`src/hw/rtl/ctpd_pkg.sv`:
```
// ----------------------------------------------------------------------------
// ctpd_pkg
// Shared types and constants for the CD-Text pack decoder.
// ----------------------------------------------------------------------------
package ctpd_pkg;

    localparam int unsigned PackBytes = 18;
    localparam int unsigned TextFirst = 4;
    localparam int unsigned TextBytes = 12;
    localparam int unsigned PosW      = 5;
    localparam int unsigned TrackW    = 8;
    localparam int unsigned TcW       = 7;
    localparam int unsigned ByteW     = 8;

    localparam logic [PosW-1:0] PosFirst    = PosW'(0);
    localparam logic [PosW-1:0] PosHeader   = PosW'(1);
    localparam logic [PosW-1:0] PosTextLo   = PosW'(TextFirst);
    localparam logic [PosW-1:0] PosTextHi   = PosW'(TextFirst + TextBytes - 1);
    localparam logic [PosW-1:0] PosLast     = PosW'(PackBytes - 1);

    localparam logic [ByteW-1:0]  CodeTitle  = 8'h80;
    localparam logic [ByteW-1:0]  CodePerf   = 8'h81;
    localparam logic [ByteW-1:0]  TrackMask  = 8'h7F;
    localparam logic [TrackW-1:0] TrackMax   = 8'hFF;

    typedef enum logic [1:0] {
        KIND_TITLE = 2'd0,
        KIND_PERF  = 2'd1,
        KIND_OTHER = 2'd2
    } t_kind;

    // One accepted input byte.
    typedef struct packed {
        logic [ByteW-1:0] data_byte;
        logic             start_of_area;
    } t_item;

    // One decoded text character.
    typedef struct packed {
        logic             text_kind;
        logic [TcW-1:0]   track_index;
        logic [ByteW-1:0] text_char;
    } t_result;

endpackage

```
`src/hw/rtl/ctpd_in_reg.sv`:
```
// ----------------------------------------------------------------------------
// ctpd_in_reg
// Input holding register: captures one byte and releases it to the decoder.
// ----------------------------------------------------------------------------
module ctpd_in_reg (
    input  logic           i_clk,
    input  logic           i_rst_n,
    input  logic           i_valid,
    output logic           o_ready,
    input  ctpd_pkg::t_item i_item,
    input  logic           i_take,
    output logic           o_valid,
    output ctpd_pkg::t_item o_item
);
    import ctpd_pkg::*;

    logic  r_valid;
    logic  n_valid;
    t_item r_item;

    // The register frees up in the same cycle the decoder takes its byte.
    assign o_ready = !r_valid || i_take;
    assign n_valid = (i_valid && o_ready) || (r_valid && !i_take);

    always_ff @(posedge i_clk) begin
        if (!i_rst_n) begin
            r_valid <= 1'b0;
        end else begin
            r_valid <= n_valid;
        end
    end

    always_ff @(posedge i_clk) begin
        if (i_valid && o_ready) begin
            r_item <= i_item;
        end
    end

    assign o_valid = r_valid;
    assign o_item  = r_item;

endmodule

```
`src/hw/rtl/ctpd_core.sv`:
```
// ----------------------------------------------------------------------------
// ctpd_core
// Pack framing, kind tracking and per-kind track counters.
// ----------------------------------------------------------------------------
module ctpd_core (
    input  logic                      i_clk,
    input  logic                      i_rst_n,
    input  logic                      i_fire,
    input  ctpd_pkg::t_item           i_item,
    input  logic [ctpd_pkg::TcW-1:0]  i_track_count,
    output logic                      o_emit,
    output ctpd_pkg::t_result         o_result
);
    import ctpd_pkg::*;

    logic [PosW-1:0]   r_pos;
    t_kind             r_kind;
    logic [TrackW-1:0] r_track  [2];
    logic [1:0]        r_seeded;

    logic [PosW-1:0]   n_pos;
    t_kind             n_kind;
    logic [TrackW-1:0] n_track  [2];
    logic [1:0]        n_seeded;

    logic [PosW-1:0]   cur_pos;
    t_kind             cur_kind;
    logic [TrackW-1:0] cur_track [2];
    logic [1:0]        cur_seeded;
    logic              k;
    logic              in_text;
    logic [ByteW-1:0]  b;

    always_comb begin
        b = i_item.data_byte;
        // A start-of-area byte sees cleared state and counts as byte 0.
        if (i_item.start_of_area) begin
            cur_pos      = PosFirst;
            cur_kind     = KIND_OTHER;
            cur_track[0] = '0;
            cur_track[1] = '0;
            cur_seeded   = '0;
        end else begin
            cur_pos      = r_pos;
            cur_kind     = r_kind;
            cur_track[0] = r_track[0];
            cur_track[1] = r_track[1];
            cur_seeded   = r_seeded;
        end

        k       = cur_kind[0];
        in_text = (cur_pos >= PosTextLo) && (cur_pos <= PosTextHi);

        n_kind     = cur_kind;
        n_track[0] = cur_track[0];
        n_track[1] = cur_track[1];
        n_seeded   = cur_seeded;
        o_emit     = 1'b0;

        o_result.text_kind   = k;
        o_result.track_index = cur_track[k][TcW-1:0];
        o_result.text_char   = b;

        if (cur_pos == PosFirst) begin
            unique case (b)
                CodeTitle: n_kind = KIND_TITLE;
                CodePerf:  n_kind = KIND_PERF;
                default:   n_kind = KIND_OTHER;
            endcase
        end else if (cur_kind != KIND_OTHER) begin
            if (cur_pos == PosHeader) begin
                if (!cur_seeded[k]) begin
                    n_track[k]  = b & TrackMask;
                    n_seeded[k] = 1'b1;
                end
            end else if (in_text) begin
                if (b == '0) begin
                    if (cur_track[k] != TrackMax) begin
                        n_track[k] = cur_track[k] + TrackW'(1);
                    end
                end else begin
                    o_emit = cur_seeded[k]
                          && (cur_track[k] <= {1'b0, i_track_count});
                end
            end
        end

        n_pos = (cur_pos == PosLast) ? PosFirst : cur_pos + PosW'(1);
    end

    always_ff @(posedge i_clk) begin
        if (!i_rst_n) begin
            r_pos      <= PosFirst;
            r_kind     <= KIND_OTHER;
            r_track[0] <= '0;
            r_track[1] <= '0;
            r_seeded   <= '0;
        end else if (i_fire) begin
            r_pos      <= n_pos;
            r_kind     <= n_kind;
            r_track[0] <= n_track[0];
            r_track[1] <= n_track[1];
            r_seeded   <= n_seeded;
        end
    end

    a_pos_range: assert property (@(posedge i_clk) disable iff (!i_rst_n)
        r_pos <= PosLast)
        else $error("pack position out of range");

    a_pos_wrap: assert property (@(posedge i_clk) disable iff (!i_rst_n)
        i_fire && !i_item.start_of_area && (r_pos == PosLast) |=> r_pos == PosFirst)
        else $error("pack position did not wrap");

    a_emit_track: assert property (@(posedge i_clk) disable iff (!i_rst_n)
        i_fire && o_emit |-> (cur_track[k] <= {1'b0, i_track_count})
                          && (o_result.text_char != '0))
        else $error("character emitted beyond track count or as zero");

    a_emit_window: assert property (@(posedge i_clk) disable iff (!i_rst_n)
        o_emit |-> in_text && (cur_kind != KIND_OTHER) && cur_seeded[k])
        else $error("character emitted outside a seeded text window");

endmodule

```
`src/hw/rtl/ctpd_out_reg.sv`:
```
// ----------------------------------------------------------------------------
// ctpd_out_reg
// Result register toward the output stream, held while the receiver stalls.
// ----------------------------------------------------------------------------
module ctpd_out_reg (
    input  logic              i_clk,
    input  logic              i_rst_n,
    input  logic              i_load,
    input  logic              i_emit,
    input  ctpd_pkg::t_result i_result,
    input  logic              i_ready,
    output logic              o_free,
    output logic              o_valid,
    output ctpd_pkg::t_result o_result
);
    import ctpd_pkg::*;

    logic    r_valid;
    logic    n_valid;
    t_result r_result;

    assign o_free  = !r_valid || i_ready;
    assign n_valid = i_load ? i_emit : (r_valid && !i_ready);

    always_ff @(posedge i_clk) begin
        if (!i_rst_n) begin
            r_valid <= 1'b0;
        end else begin
            r_valid <= n_valid;
        end
    end

    always_ff @(posedge i_clk) begin
        if (i_load && i_emit) begin
            r_result <= i_result;
        end
    end

    assign o_valid  = r_valid;
    assign o_result = r_result;

endmodule

```
`src/hw/rtl/cd_text_pack_decoder.sv`:
```
// ----------------------------------------------------------------------------
// cd_text_pack_decoder
// Extracts title and performer characters from a CD-Text pack byte stream.
// ----------------------------------------------------------------------------
// Usage:
//   The slave stream carries the pack area one byte per transfer, whole
//   18-byte packs in order. tuser marks the first byte of an area; that byte
//   clears the position, pack kind and both track counters first.
//   The master stream carries one transfer per emitted text character: its
//   kind in tuser (0 title, 1 performer), the track and the character in
//   tdata. Bytes that yield no character produce no transfer.
//   The user writes the track count through i_cfg_we / i_cfg_wdata while the
//   block is idle (not enforced); characters for higher tracks are dropped.
// Timing:
//   One byte per cycle sustained while the result register is not held by a
//   stalled receiver. A byte is captured in the input register, decoded
//   combinationally into the result register once that register is free,
//   and its character is presented on the master stream from there.
// Reset and stalls:
//   Synchronous active-low reset clears the valid flags of both stream
//   registers, the decoder state and the track count. When the receiver
//   holds tready low on a pending result, the result register holds, the
//   decoder waits, and the input register fills and then drops s_axis_tready.
// ----------------------------------------------------------------------------
module cd_text_pack_decoder (
    input  logic                     i_clk,
    input  logic                     i_rst_n,
    input  logic                     s_axis_tvalid,
    output logic                     s_axis_tready,
    input  logic [7:0]               s_axis_tdata,  // [7:0] data_byte
    input  logic [0:0]               s_axis_tuser,  // [0] start_of_area
    output logic                     m_axis_tvalid,
    input  logic                     m_axis_tready,
    output logic [15:0]              m_axis_tdata,  // [6:0] track_index, [14:7] text_char
    output logic [0:0]               m_axis_tuser,  // [0] text_kind
    input  logic                     i_cfg_we,
    input  logic [ctpd_pkg::TcW-1:0] i_cfg_wdata
);
    import ctpd_pkg::*;

    t_item         in_item;
    t_item         reg_item;
    logic          reg_valid;
    logic          out_free;
    logic          fire;
    logic          emit;
    t_result       core_result;
    t_result       out_result;
    logic [TcW-1:0] r_track_count;

    always_ff @(posedge i_clk) begin
        if (!i_rst_n) begin
            r_track_count <= '0;
        end else if (i_cfg_we) begin
            r_track_count <= i_cfg_wdata;
        end
    end

    assign in_item.data_byte     = s_axis_tdata;
    assign in_item.start_of_area = s_axis_tuser[0];

    // The decoder advances whenever it holds a byte and the result slot frees.
    assign fire = reg_valid && out_free;

    ctpd_in_reg u_in_reg (
        .i_clk   (i_clk),
        .i_rst_n (i_rst_n),
        .i_valid (s_axis_tvalid),
        .o_ready (s_axis_tready),
        .i_item  (in_item),
        .i_take  (fire),
        .o_valid (reg_valid),
        .o_item  (reg_item)
    );

    ctpd_core u_core (
        .i_clk         (i_clk),
        .i_rst_n       (i_rst_n),
        .i_fire        (fire),
        .i_item        (reg_item),
        .i_track_count (r_track_count),
        .o_emit        (emit),
        .o_result      (core_result)
    );

    ctpd_out_reg u_out_reg (
        .i_clk    (i_clk),
        .i_rst_n  (i_rst_n),
        .i_load   (fire),
        .i_emit   (emit),
        .i_result (core_result),
        .i_ready  (m_axis_tready),
        .o_free   (out_free),
        .o_valid  (m_axis_tvalid),
        .o_result (out_result)
    );

    assign m_axis_tdata = {1'b0, out_result.text_char, out_result.track_index};
    assign m_axis_tuser = out_result.text_kind;

endmodule
```
`config.mk`:
```
export PLATFORM = sky130hd
export DESIGN_NAME = cd_text_pack_decoder
export DESIGN_NICKNAME = d
export VERILOG_FILES = /design/src/hw/rtl/ctpd_pkg.sv /design/src/hw/rtl/ctpd_in_reg.sv /design/src/hw/rtl/ctpd_core.sv /design/src/hw/rtl/ctpd_out_reg.sv /design/src/hw/rtl/cd_text_pack_decoder.sv
export SDC_FILE = /design/constraint.sdc
export NUM_CORES = 1
export LEC_CHECK = 0
export ABC_AREA = 1
export BUFFER_PORTS_ARGS = -buffer_cell sky130_fd_sc_hd__buf_2
export CAP_MARGIN = 5
export CORE_MARGIN = 3
export CORE_UTILIZATION = 46
export CTS_BUF_LIST = sky130_fd_sc_hd__clkbuf_8
export DETAILED_ROUTE_END_ITERATION = 10
export PLACE_DENSITY = 0.65
export RECOVER_POWER = 25
export SYNTH_ARGS = -nofsm -noshare
export SYNTH_HDL_FRONTEND = slang
export SYNTH_SLANG_ARGS = --single-unit
```
`constraint.sdc`:
```
create_clock -name i_clk -period 5.92 [get_ports i_clk]
set_input_delay 0.592 -clock i_clk [delete_from_list [all_inputs] [get_ports i_clk]]
set_output_delay 0.592 -clock i_clk [all_outputs]
set_load 0.03 [all_outputs]
```
* Word level (Yosys, flattened, before mapping)
Memory sizes are Yosys's and may differ from the RTL's.
Index checks and enable logic that the tools add are counted.
** Word-level totals
- Word-level logic and storage cells :: 90
- RAM bits :: 16
- Memories kept :: 1
- Register bits :: 43
** Cells by class
- Bitwise operators :: 4
- Multiplexer cells :: 41
- Add/subtract/negate cells :: 2
- Reduce and logical (&&, ||, !) cells :: 18
- $lt $le $gt $ge :: 7
- Eq/ne operators :: 6
** Memories
- u_core.r_track :: words 2, width 8, rd ports 2, clocked after Yosys merged registers in 0, write ports 2, line ctpd_core.sv:18 : logic [TrackW-1:0] r_track [2];
** Operators by type and width (count)
- 16-bit 2-to-1 mux :: 8
- 8-bit 2-to-1 mux :: 6
- 16-bit bitwise mux :: 2
- 8-bit equality test (second input constant) :: 2
- 2-bit 2-to-1 mux :: 7
- 1-bit 2-to-1 mux :: 13
- 5-bit 2-to-1 mux :: 2
- 1-bit logical AND :: 9
- 8-bit by 1-bit adder with 8-bit output (second input constant) :: 1
- 8-bit demux with 1-bit select :: 1
- 8-bit by 7-bit less-or-equal comparator with 1-bit output :: 1
- 8-bit zero test :: 1
- 8-bit != test (second input constant) :: 1
- 5-bit by 1-bit adder with 5-bit output (second input constant) :: 1
- 5-bit by 1-bit equality test with 1-bit output (second input constant) :: 1
- 5-bit equality test (second input constant) :: 1
- 5-bit by 3-bit greater-or-equal comparator with 1-bit output (second input constant) :: 1
- 5-bit by 4-bit less-or-equal comparator with 1-bit output (second input constant) :: 1
- 5-bit zero test :: 1
- 1-bit zero test :: 4
- 2-bit case mux with 2 select lines :: 1
- 1-bit logical OR :: 3
- 2-bit greater-or-equal comparator (second input constant) :: 1
- 1-bit by 2-bit less-than comparator with 1-bit output (second input constant) :: 1
- other kinds (7) :: 8

* Logic depth before layout (Yosys ltp)
Gate-level depths: netlist of the first run.
- Depth in word-level cells :: 14
- Gate-level depth with buffers :: 17
- Gate-level depth less buffers :: 16

* Modules after synthesis
Synthesis of the first run repeated with hierarchy kept, for this count alone.
** Unflattened totals
- Cell total of the unflattened synthesis :: 476
- Area total of the unflattened synthesis :: 3671.0 um2
** Modules (own cells, without submodules)
- ctpd_core :: cells each 388, area an instance 2506.2 um2, instances 1, seq. area each 660.6 um2
- ctpd_out_reg :: cells each 25, area an instance 541.8 um2, instances 1, seq. area each 500.5 um2
- ctpd_in_reg :: cells each 16, area an instance 321.6 um2, instances 1, seq. area each 290.3 um2
- cd_text_pack_decoder :: cells each 47, area an instance 301.5 um2, instances 1, seq. area each 140.1 um2

* Worst setup path before layout of the first run
Ideal clock, no wire load.
- Path type :: reg-to-reg
- From :: register u_in_reg.r_item, in the netlist u_in_reg.o_item[0]
- To :: register u_out_reg.r_result, in the netlist u_out_reg.o_result[0], enable pin
- Library setup time :: 0.364 ns
- Cell stages (with the launch flop) :: 14
- Arrival :: 2.181 ns
- Required time :: 5.556 ns
- Clock period less this slack :: 2.545 ns
- Path slack :: 3.375 ns
- Path through :: edfxtp_1 > buf_6 > buf_4 > nor2_1 > ha_1 > nand2_1 > nor2_1 > ha_1 > inv_1 > nand2_1 > nand2_1 > nor4_1 > nand2_1 > inv_1
** Between the ends
- Longest elaborated chain between the ends :: 13
** RTL lines
- start, declared :: line ctpd_in_reg.sv:19 : t_item r_item;
- start signal, assigned :: line ctpd_in_reg.sv:35 : r_item <= i_item;
- 2-bit 2-to-1 mux :: line ctpd_core.sv:37 : if (i_item.start_of_area) begin
- 1-bit inverter with 2-bit output (not written as such) :: line ctpd_core.sv:83 : && (cur_track[k] <= {1'b0, i_track_count});
- 8-bit 2-to-1 mux (2 in series)
- 8-bit 2-to-1 mux (not written as such) :: line ctpd_core.sv:83
- 8-bit by 7-bit less-or-equal comparator with 1-bit output :: line ctpd_core.sv:83
- 1-bit logical AND :: line ctpd_core.sv:83
- 1-bit 2-to-1 mux :: line ctpd_core.sv:77 : if (b == '0) begin
- 1-bit 2-to-1 mux :: line ctpd_core.sv:76 : end else if (in_text) begin
- 1-bit 2-to-1 mux :: line ctpd_core.sv:71 : if (cur_pos == PosHeader) begin
- 1-bit 2-to-1 mux :: line ctpd_core.sv:70 : end else if (cur_kind != KIND_OTHER) begin
- 1-bit 2-to-1 mux (*) :: line ctpd_core.sv:64 : if (cur_pos == PosFirst) begin
- 1-bit logical AND (*) :: line ctpd_out_reg.sv:34 : if (i_load && i_emit) begin
- end signal, assigned :: line ctpd_out_reg.sv:35 : r_result <= i_result;
- end, declared :: line ctpd_out_reg.sv:20 : t_result r_result;
Every way passes the cells marked *; elsewhere a longest branch is shown, timed or not. The select of a mux whose other input is x is not followed.
A chain may end at the register's enable or synchronous reset.

==> impl_table.tex, run 1 <==
\begin{tabular}{lr}
\hline
Metric & Value \\
\hline
\multicolumn{2}{l}{\textbf{Run status}} \\
Run status & finished clean \\
\multicolumn{2}{l}{\textbf{Power and ir drop}} \\
Internal Dissipation & 0.0006460 W \\
Power density over cell area & 224.4 nW/um\^{}2 \\
Power share of the clock group & 36.5\% \\
Leakage dissipation & 1.708 nW \\
Worst IR Drop VDD & 0.0001433 V \\
Net Sw Power & 0.0002387 W \\
Logic gate share of total power & 10.2\% \\
Net switching fraction of the power & 26.98\% \\
Sequential share of power & 53.2\% \\
\multicolumn{2}{l}{\textbf{Die}} \\
Die Footprint & 8882 sq um \\
Vert. Die Dim & 94.25 um \\
Effective utilization at floorplan & 48.35\% \\
Die X & 94.25 um \\
Boundary Pins & 40 \\
Placeable core region & 7408 sq um \\
Number of rows in the core area & 31 \\
\multicolumn{2}{l}{\textbf{Worst hold path}} \\
Hold EP & u\_in\_reg.o\_item[8] \\
Worst Hold Launch & s\_axis\_tdata[7] \\
Number of cells traversed by the worst hold path & 1 \\
Class of the worst hold path & input pin to flip-flop \\
\multicolumn{2}{l}{\textbf{Timing}} \\
RSZ-0062 raised after global routing & no \\
Worst slew pin tran & 1.024 ns \\
Slew headroom & 31.46\% \\
Max Transition Viols Final & 0 \\
Final setup violating endpoints & 0 \\
Final critical delay including setup and external delays & 3.263 ns \\
Hold Violations, Final & 0 \\
Max frequency & 306.4 MHz \\
Period utilisation layout & 55.12\% \\
Fin Clk Skew & 0.009983 ns \\
Total negative slack & 0 ns \\
\multicolumn{2}{l}{\textbf{Finish}} \\
ANT cells & 0 \\
Fraction of layout cells with a size suffix above 1 & 14.17\% \\
Total Nets Final & 522 \\
Utilization after layout & 53.22\% \\
Post-synthesis to final-layout area growth & 10.06\% \\
Final std cells w/o fill & 593 \\
\multicolumn{2}{l}{\textbf{Route}} \\
Number of nets with antenna violations after routing & 0 \\
DRC violations left & 0 \\
Via density & 5.540 \\
Total number of vias & 3285 \\
Detailed Routing Iterations Pass 1 & 7 \\
Initial detailed-routing violation count & 228 \\
Final Routed Wirelength & 9048 um \\
Detailed-route wire length per cell & 15.26 um \\
\multicolumn{2}{l}{\textbf{Setup path}} \\
Crit path cell chain & inv\_4 -> nand3\_1 -> nand2\_2 -> ha\_1 -> a21oi\_1 -> o21ai\_0 -> nand3\_1 -> a21boi\_0 -> o22ai\_1 -> nand2\_1 -> inv\_1 \\
Endpoint required time on the critical path & 5.89 ns \\
R2R depth & 11 \\
Slowest stage cell, crit path & edfxtp\_1 \\
CP Class & flip-flop to flip-flop \\
Startpoint of the lowest-slack register-to-register path & u\_in\_reg.o\_item[0] \\
Critical path fanouts, max & 31 \\
Startpoint types & flip-flop \\
R2r endpoint & u\_out\_reg.o\_result[13] \\
Critical path's most frequent cell & nand3\_1 \\
Critical Path Sink Type & flip-flop \\
Data arrival time of the critical path & 3.23 ns \\
Register-to-Register Setup Slack & 2.66 ns \\
Crit path largest cell delay & 0.83 ns \\
\multicolumn{2}{l}{\textbf{Clock network}} \\
Clock input transition at the sequential cells of the worst setup and hold paths & 0.07 ns \\
CTS tree & done \\
Number of buffers created by CTS & 9 \\
Sinks on the clock net & 59 \\
Total of hold buffers inserted after clock tree synthesis & 0 \\
Clock root buffer & clkbuf\_8 \\
Post-CTS resize count & 0 \\
Count of H-tree levels built during CTS & 3 \\
Clock Latency Late Sink & 0.34 ns \\
Post-CTS setup buffer count & 0 \\
Max Root-Sink Buffers & 2 \\
\multicolumn{2}{l}{\textbf{Logic synthesis}} \\
Part of the Yosys area used for sequential elements & 44.43\% \\
Avg Synthesized Cell Area & 7.821 sq um \\
Library cell occupying the most area in the post-synthesis netlist & edfxtp\_1 \\
Post-synth ARST share & 0\% \\
Yosys warning count & 0 \\
Post-synthesis register bit count & 59 \\
Mapped cell area & 3582 sq um \\
Primary flip-flop cell chosen by synthesis mapping & edfxtp\_1 \\
Area share of the leading cell type in the synthesized netlist & 34.37\% \\
Count of different cell masters after synthesis & 36 \\
Number of nets produced by synthesis & 491 \\
Most frequently used cell type in the post-synthesis netlist & nand2\_1 \\
Cells after synthesis & 458 \\
Commonest cells post-synth & nand2\_1 (97), inv\_1 (59), a21oi\_1 (46) \\
Dominant cells by area after synthesis & edfxtp\_1 (34\%), nand2\_1 (10\%), dfxtp\_1 (10\%) \\
Number of flops mapped to enable cells by yosys & 41 \\
\multicolumn{2}{l}{\textbf{Placement}} \\
Placer's final routability congestion estimate & 0.9029 \\
Placed Cells incl. Taps & 577 \\
Count of buffers inserted at the top-level ports & 38 \\
HPWL after DPL & 6490 um \\
\multicolumn{2}{l}{\textbf{Global routing}} \\
Overall Global Routing Usage & 22.08\% \\
GR Overflow Total & 0 \\
Vias in the first global route & 3102 \\
Maximum number of pins on one net before global-route repair & 32 \\
Wire length of the first global-routing pass & 15100 um \\
Antenna violations before repair & 0 \\
\multicolumn{2}{l}{\textbf{Run}} \\
Max cap viols & 0 \\
\hline
\end{tabular}
[registers in the layout, indices dropped and copies added, names as in the netlist]
signal / count
u_in_reg.o_item: 9
u_core.r_kind: 2
r_track_count: 7
u_out_reg.o_result: 16
u_core.r_track: 16
u_out_reg.o_valid: 1
u_in_reg.o_valid: 1
u_core.r_pos: 5
u_core.r_seeded: 2
[worst max-delay path by stage]
stage,depth (start not counted),startpoint,to
6_report,11,u_in_reg.o_item[0],u_out_reg.o_result[13]
5_1_grt,11,u_in_reg.o_item[0],u_out_reg.o_result[13]
4_1_cts,11,u_in_reg.o_item[0],u_out_reg.o_result[13]
3_5_place_dp,11,u_in_reg.o_item[0],u_out_reg.o_result[10]
3_3_place_gp,11,u_in_reg.o_item[0],u_out_reg.o_result[1]
2_1_floorplan,13,u_in_reg.o_item[0],u_out_reg.o_result[0]
[stage by stage]
step | worst slack, ns | hold WS [ns] | area [sq um] | power [W]
final | 2.657 | 0.4201 | 3943 | 0.0008847
after global routing | 2.427 | 0.4056 | 3943 | 0.0009276
after CTS | 2.660 | 0.4033 | 3943 | 0.0008934
after detailed placement | 2.694 | 0.4481 | 3774 | 0.0005696
after global placement | 2.810 | 0.4370 | 3774 | 0.0005681
after floorplan | 3.375 | 0.4264 | 3582 | 0.0005449
[kinds of logic (layout without fill, tap and decap cells)]
| family | after synthesis | count (layout) | share of synthesized area, % |
|---|---|---|---|
| fa+ha+maj | 12 | 12 | 4.191 |
| xor+xnor | 5 | 5 | 1.223 |
| other cells | 1 | 1 | 0.1047 |
| compound gates | 110 | 110 | 16.70 |
| buf+inv | 82 | 118 | 10.27 |
| flops | 59 | 59 | 44.43 |
| simple gates | 189 | 189 | 23.09 |
[layout make-up]
type                       count  area (sq um)
fill                         742          3466
multi-input combinational    317          1623
sequential                    59          1592
inverter                      64         245.2
timing repair buffer          38         190.2
clock buffer                  10         137.6
tap                           99         123.9
clock inverter                 6         31.28
[layout by cell type (no fill, tap or decap), types with 2 or more instances in the layout]
cell       n
nand2_1   97
inv_1     60
a21oi_1   46
edfxtp_1  41
o21ai_0   38
buf_2     38
nor2_1    37
nand3_1   35
dfxtp_1   18
ha_1      12
clkbuf_8  10
nand2_2    9
o211ai_1   6
o22ai_1    5
o21ai_1    5
inv_4      3
nand4_1    3
clkinv_1   3
xor2_1     3
a31oi_1    3
o32ai_1    3
nor2_4     2
nor2_2     2
xnor2_1    2
clkinv_2   2
[worst max-delay path: cells and delay by family (launching register included)]
kind	cells	cell delay, ns
DFF	1	0.83
AOI/OAI and AO/OA	4	0.47
and+or+nand+nor	4	0.47
buffers and inverters	2	0.77
adders and majority gates	1	0.33
[power groups by stage]
stage / Clock, W / Sequential, W / Combinational [W]
finish: 0.000323 / 0.000471 / 0.0000906
global route: 0.000350 / 0.000473 / 0.000105
CTS: 0.000332 / 0.000471 / 0.0000902
detailed placement: 0 / 0.000480 / 0.0000898
global placement: 0 / 0.000479 / 0.0000888
floorplan: 0 / 0.000472 / 0.0000728
[layer usage]
| layer | routed length [um] | global-route usage, % | share of wire (%) |
|---|---|---|---|
| met5 | 0 | 0 | 0 |
| met4 | 301 | 12.15 | 3.3 |
| met3 | 660 | 5.048 | 7.3 |
| met2 | 4067 | 33.75 | 45 |
| met1 | 4018 | 28.73 | 44 |
(Power assumes the default switching activity.)
==> run 2: changes to the inputs <==
--- a/config.mk
+++ b/config.mk
@@ -5,7 +5,7 @@
 export SDC_FILE = /design/constraint.sdc
 export NUM_CORES = 1
 export LEC_CHECK = 0
-export ABC_AREA = 1
+export ABC_AREA = 0
 export BUFFER_PORTS_ARGS = -buffer_cell sky130_fd_sc_hd__buf_2
 export CAP_MARGIN = 5
 export CORE_MARGIN = 3
==> constraint.sdc (replaced) <==
create_clock -name i_clk -period 3.4 [get_ports i_clk]
set_input_delay 0.34 -clock i_clk [delete_from_list [all_inputs] [get_ports i_clk]]
set_output_delay 0.34 -clock i_clk [all_outputs]
set_load 0.03 [all_outputs]
==> run 2 against run 1 <==
Net effect: sequential share of layout area shrank 0.41 points; count of clock-buffer cells in the layout shrank 1; combinational power grew 59%; largest cell class unchanged; highest routed layer unchanged; total power grew 91%; first-iteration DRC count grew 50%; wire length shrank 0.86%; global-route usage is essentially flat; setup slack lost 2.4 ns; clock skew is essentially flat; synthesized cell count shrank 24%; non-clock buffer count grew 10; fmax grew 3.5%.
==> impl_table.tex, run 2 <==
\begin{tabular}{lr}
\hline
Metric & Value \\
\hline
\multicolumn{2}{l}{\textbf{Finish}} \\
Post-synthesis to final-layout area growth & 15.33\% \\
Commonest non-fill, non-tap cell in the layout & edfxtp\_1 \\
Total Nets Final & 423 (-19\%) \\
Fraction of layout cells with a size suffix above 1 & 17.97\% (+3.8 points) \\
ANT cells & 0 (unchanged) \\
Filler instances & 630 (-15\%) \\
Top library cells by usage in the layout, fill and taps aside & edfxtp\_1 (41), buf\_2 (36), nor2\_1 (34) \\
\multicolumn{2}{l}{\textbf{Clock network}} \\
Number of buffers created by CTS & 9 (unchanged) \\
Post-CTS resize count & 0 (unchanged) \\
Max Root-Sink Buffers & 2 (unchanged) \\
Clock root buffer & clkbuf\_8 \\
Total of hold buffers inserted after clock tree synthesis & 0 (unchanged) \\
Clock Latency Late Sink & 0.34 ns (about the same) \\
Sinks on the clock net & 59 (unchanged) \\
Clock input transition at the sequential cells of the worst setup and hold paths & 0.08 ns (about the same) \\
CTS tree & done \\
Count of H-tree levels built during CTS & 3 (unchanged) \\
Post-CTS setup buffer count & 0 (unchanged) \\
\multicolumn{2}{l}{\textbf{Logic synthesis}} \\
Number of flops mapped to enable cells by yosys & 41 (unchanged) \\
Area share of the leading cell type in the synthesized netlist & 35.65\% (+1.3 points) \\
Cells after synthesis & 347 (-24\%) \\
Primary flip-flop cell chosen by synthesis mapping & edfxtp\_1 \\
Number of nets produced by synthesis & 380 (-23\%) \\
Post-synth ARST share & 0\% (unchanged) \\
Library cell occupying the most area in the post-synthesis netlist & edfxtp\_1 \\
Most frequently used cell type in the post-synthesis netlist & edfxtp\_1 \\
Commonest cells post-synth & edfxtp\_1 (41), nor2\_1 (34), mux2i\_1 (23) \\
Yosys warning count & 0 (unchanged) \\
Mapped cell area & 3453 sq um (-3.6\%) \\
Avg Synthesized Cell Area & 9.952 sq um (+27\%) \\
Part of the Yosys area used for sequential elements & 46.09\% (+1.7 points) \\
Count of different cell masters after synthesis & 60 (+67\%) \\
Dominant cells by area after synthesis & edfxtp\_1 (36\%), dfxtp\_1 (10\%), mux2i\_1 (6.7\%) \\
Post-synthesis register bit count & 59 (unchanged) \\
\multicolumn{2}{l}{\textbf{Die}} \\
Effective utilization at floorplan & 49.20\% (+0.84 points) \\
Die X & 92.65 um (-1.7\%) \\
Vert. Die Dim & 92.65 um (-1.7\%) \\
Boundary Pins & 40 (unchanged) \\
Placeable core region & 7019 sq um (-5.3\%) \\
Number of rows in the core area & 30 (-3.2\%) \\
Die Footprint & 8583 sq um (-3.4\%) \\
\multicolumn{2}{l}{\textbf{Timing}} \\
Worst hold-check slack & 0.1706 ns (-0.2495 ns) \\
Period utilisation layout & 92.75\% (+38 points) \\
Max frequency & 317.1 MHz (+3.5\%) \\
Worst slew pin tran & 0.7578 ns (-0.2665 ns) \\
Total negative slack & 0 ns (unchanged) \\
RSZ-0062 raised after global routing & no \\
Fin Clk Skew & 0.01045 ns (+0.0004635 ns) \\
Slew headroom & 49.18\% (+18 points) \\
Final setup violating endpoints & 0 (unchanged) \\
Max Transition Viols Final & 0 (unchanged) \\
Hold Violations, Final & 0 (unchanged) \\
Final critical delay including setup and external delays & 3.153 ns (-0.1097 ns) \\
\multicolumn{2}{l}{\textbf{Power and ir drop}} \\
Worst IR Drop VDD & 0.0003919 V (+170\%) \\
Leakage dissipation & 1.454 nW (-15\%) \\
Power density over cell area & 424.8 nW/um\^{}2 (+89\%) \\
\multicolumn{2}{l}{\textbf{Route}} \\
Number of nets with antenna violations after routing & 0 (unchanged) \\
Final Routed Wirelength & 8970 um (-0.86\%) \\
Initial detailed-routing violation count & 343 (+50\%) \\
DRC violations left & 0 (unchanged) \\
Detailed Routing Iterations Pass 1 & 5 (-2) \\
Detailed-route wire length per cell & 18.27 um (+20\%) \\
Via density & 6.067 (+9.5\%) \\
Total number of vias & 2979 (-9.3\%) \\
\multicolumn{2}{l}{\textbf{Setup path}} \\
Critical path fanouts, max & 22 (-29\%) \\
Startpoint types & flip-flop \\
Critical path startpoint & u\_core.r\_kind[0] \\
Endpoint required time on the critical path & 3.59 ns (-2.30 ns) \\
Critical Path Sink Type & flip-flop \\
CP Class & flip-flop to flip-flop \\
Data arrival time of the critical path & 3.34 ns (+0.11 ns) \\
R2r endpoint & u\_core.r\_track[0][8] \\
Worst Setup EP & u\_core.r\_track[0][8] \\
Register-to-Register Setup Slack & 0.25 ns (-2.41 ns) \\
Startpoint of the lowest-slack register-to-register path & u\_core.r\_kind[0] \\
R2R depth & 9 (-2) \\
\multicolumn{2}{l}{\textbf{Placement}} \\
Count of buffers inserted at the top-level ports & 38 (unchanged) \\
HPWL after DPL & 6491 um (about the same) \\
Placer's final routability congestion estimate & 0.9255 (+2.5\%) \\
\multicolumn{2}{l}{\textbf{Worst hold path}} \\
Class of the worst hold path & input pin to flip-flop \\
Worst Hold Launch & s\_axis\_tuser \\
\multicolumn{2}{l}{\textbf{Global routing}} \\
Wire length of the first global-routing pass & 14650 um (-3.0\%) \\
GR Overflow Total & 0 (unchanged) \\
Maximum number of pins on one net before global-route repair & 23 (-28\%) \\
Overall Global Routing Usage & 22.09\% (about the same) \\
Vias in the first global route & 2825 (-8.9\%) \\
Antenna violations before repair & 0 (unchanged) \\
\multicolumn{2}{l}{\textbf{Run status}} \\
Run status & finished clean \\
\multicolumn{2}{l}{\textbf{Run}} \\
Max cap viols & 0 (unchanged) \\
\hline
\end{tabular}
[run 2: changes by cell type after synthesis, moves of 6 or more]
cell      delta
nand2_1     -78
inv_1       -41
a21oi_1     -28
mux2i_1     +23
nand3_1     -21
o21ai_0     -21
nor2b_1     +12
a31oi_1     +10
nand2_2      -9
clkbuf_1     +8
o221ai_1     +8
nand2b_1     +6
[run 2: cells by family (layout without fill, tap and decap cells)]
family	Yosys count	after routing	synth area share, %
and+or+nand+nor	123	123	19.49
adders and majority gates	12	12	4.348
other	1	1	0.1086
xor gates and xnor gates	3	3	0.7610
AOI/OAI and AO/OA	91	91	18.04
DFF	59	59	46.09
muxes	24	24	6.993
buffers and inverters	34	82	4.166
[run 2: worst min path at each step]
stage,to,depth (start not counted)
6_report,u_in_reg.o_item[0],1
5_1_grt,u_in_reg.o_item[4],1
4_1_cts,u_in_reg.o_item[6],1
3_5_place_dp,r_track_count[5],2
3_3_place_gp,r_track_count[1],2
2_1_floorplan,u_core.r_kind[1],1
[run 2: report_power, final]
part	internal (W)	switching, W	total, W
Clock	0.000417	0.000302	0.000719
Sequential	0.000796	0.0000327	0.000829
Combinational	0.0000573	0.0000872	0.000144
[run 2: critical path, cell delays in order, from the launching register on]
cell and delay (ns):
dfxtp_1 0.41, buf_4 0.31, mux2i_1 0.14, or2_2 0.30, inv_1 0.08, ha_1 0.20
or4b_4 0.52, o2111a_1 0.44, or3b_1 0.42, a31oi_1 0.17
[run 2: per-layer routing]
metal	part of all wire [%]	vias up	GRT usage, %
met1	44	1376	29.77
li1	-	1403	-
met2	44	172	33.72
met5	0	-	0
met3	9.4	28	4.712
met4	2.9	0	10.74
[run 2: layout make-up]
class                           instances  area [sq um]  share of cell area (%)
Clock buffer                            9         123.9                   3.110
Clock inverter                          7         98.84                   2.482
Inverter                               18         67.56                   1.697
Multi-Input combinational cell        254          1718                   43.14
Sequential cell                        59          1592                   39.96
Tap cell                               96         120.1                   3.016
Timing Repair Buffer                   48         262.8                   6.598
[run 2: per-stage QoR]
stage	worst slack (ns)	total power [W]	area, sq um	std cells	utilization, %
after floorplan	0.2322	0.0009275	3453	347	-
after global placement	0.4344	0.0009840	3762	475	53.60
after detailed placement	0.2505	0.0009853	3762	475	53.60
after CTS	0.2579	0.001703	3985	491	56.77
after global routing	0.1230	0.001753	3983	491	56.74
final	0.2465	0.001692	3983	491	56.74
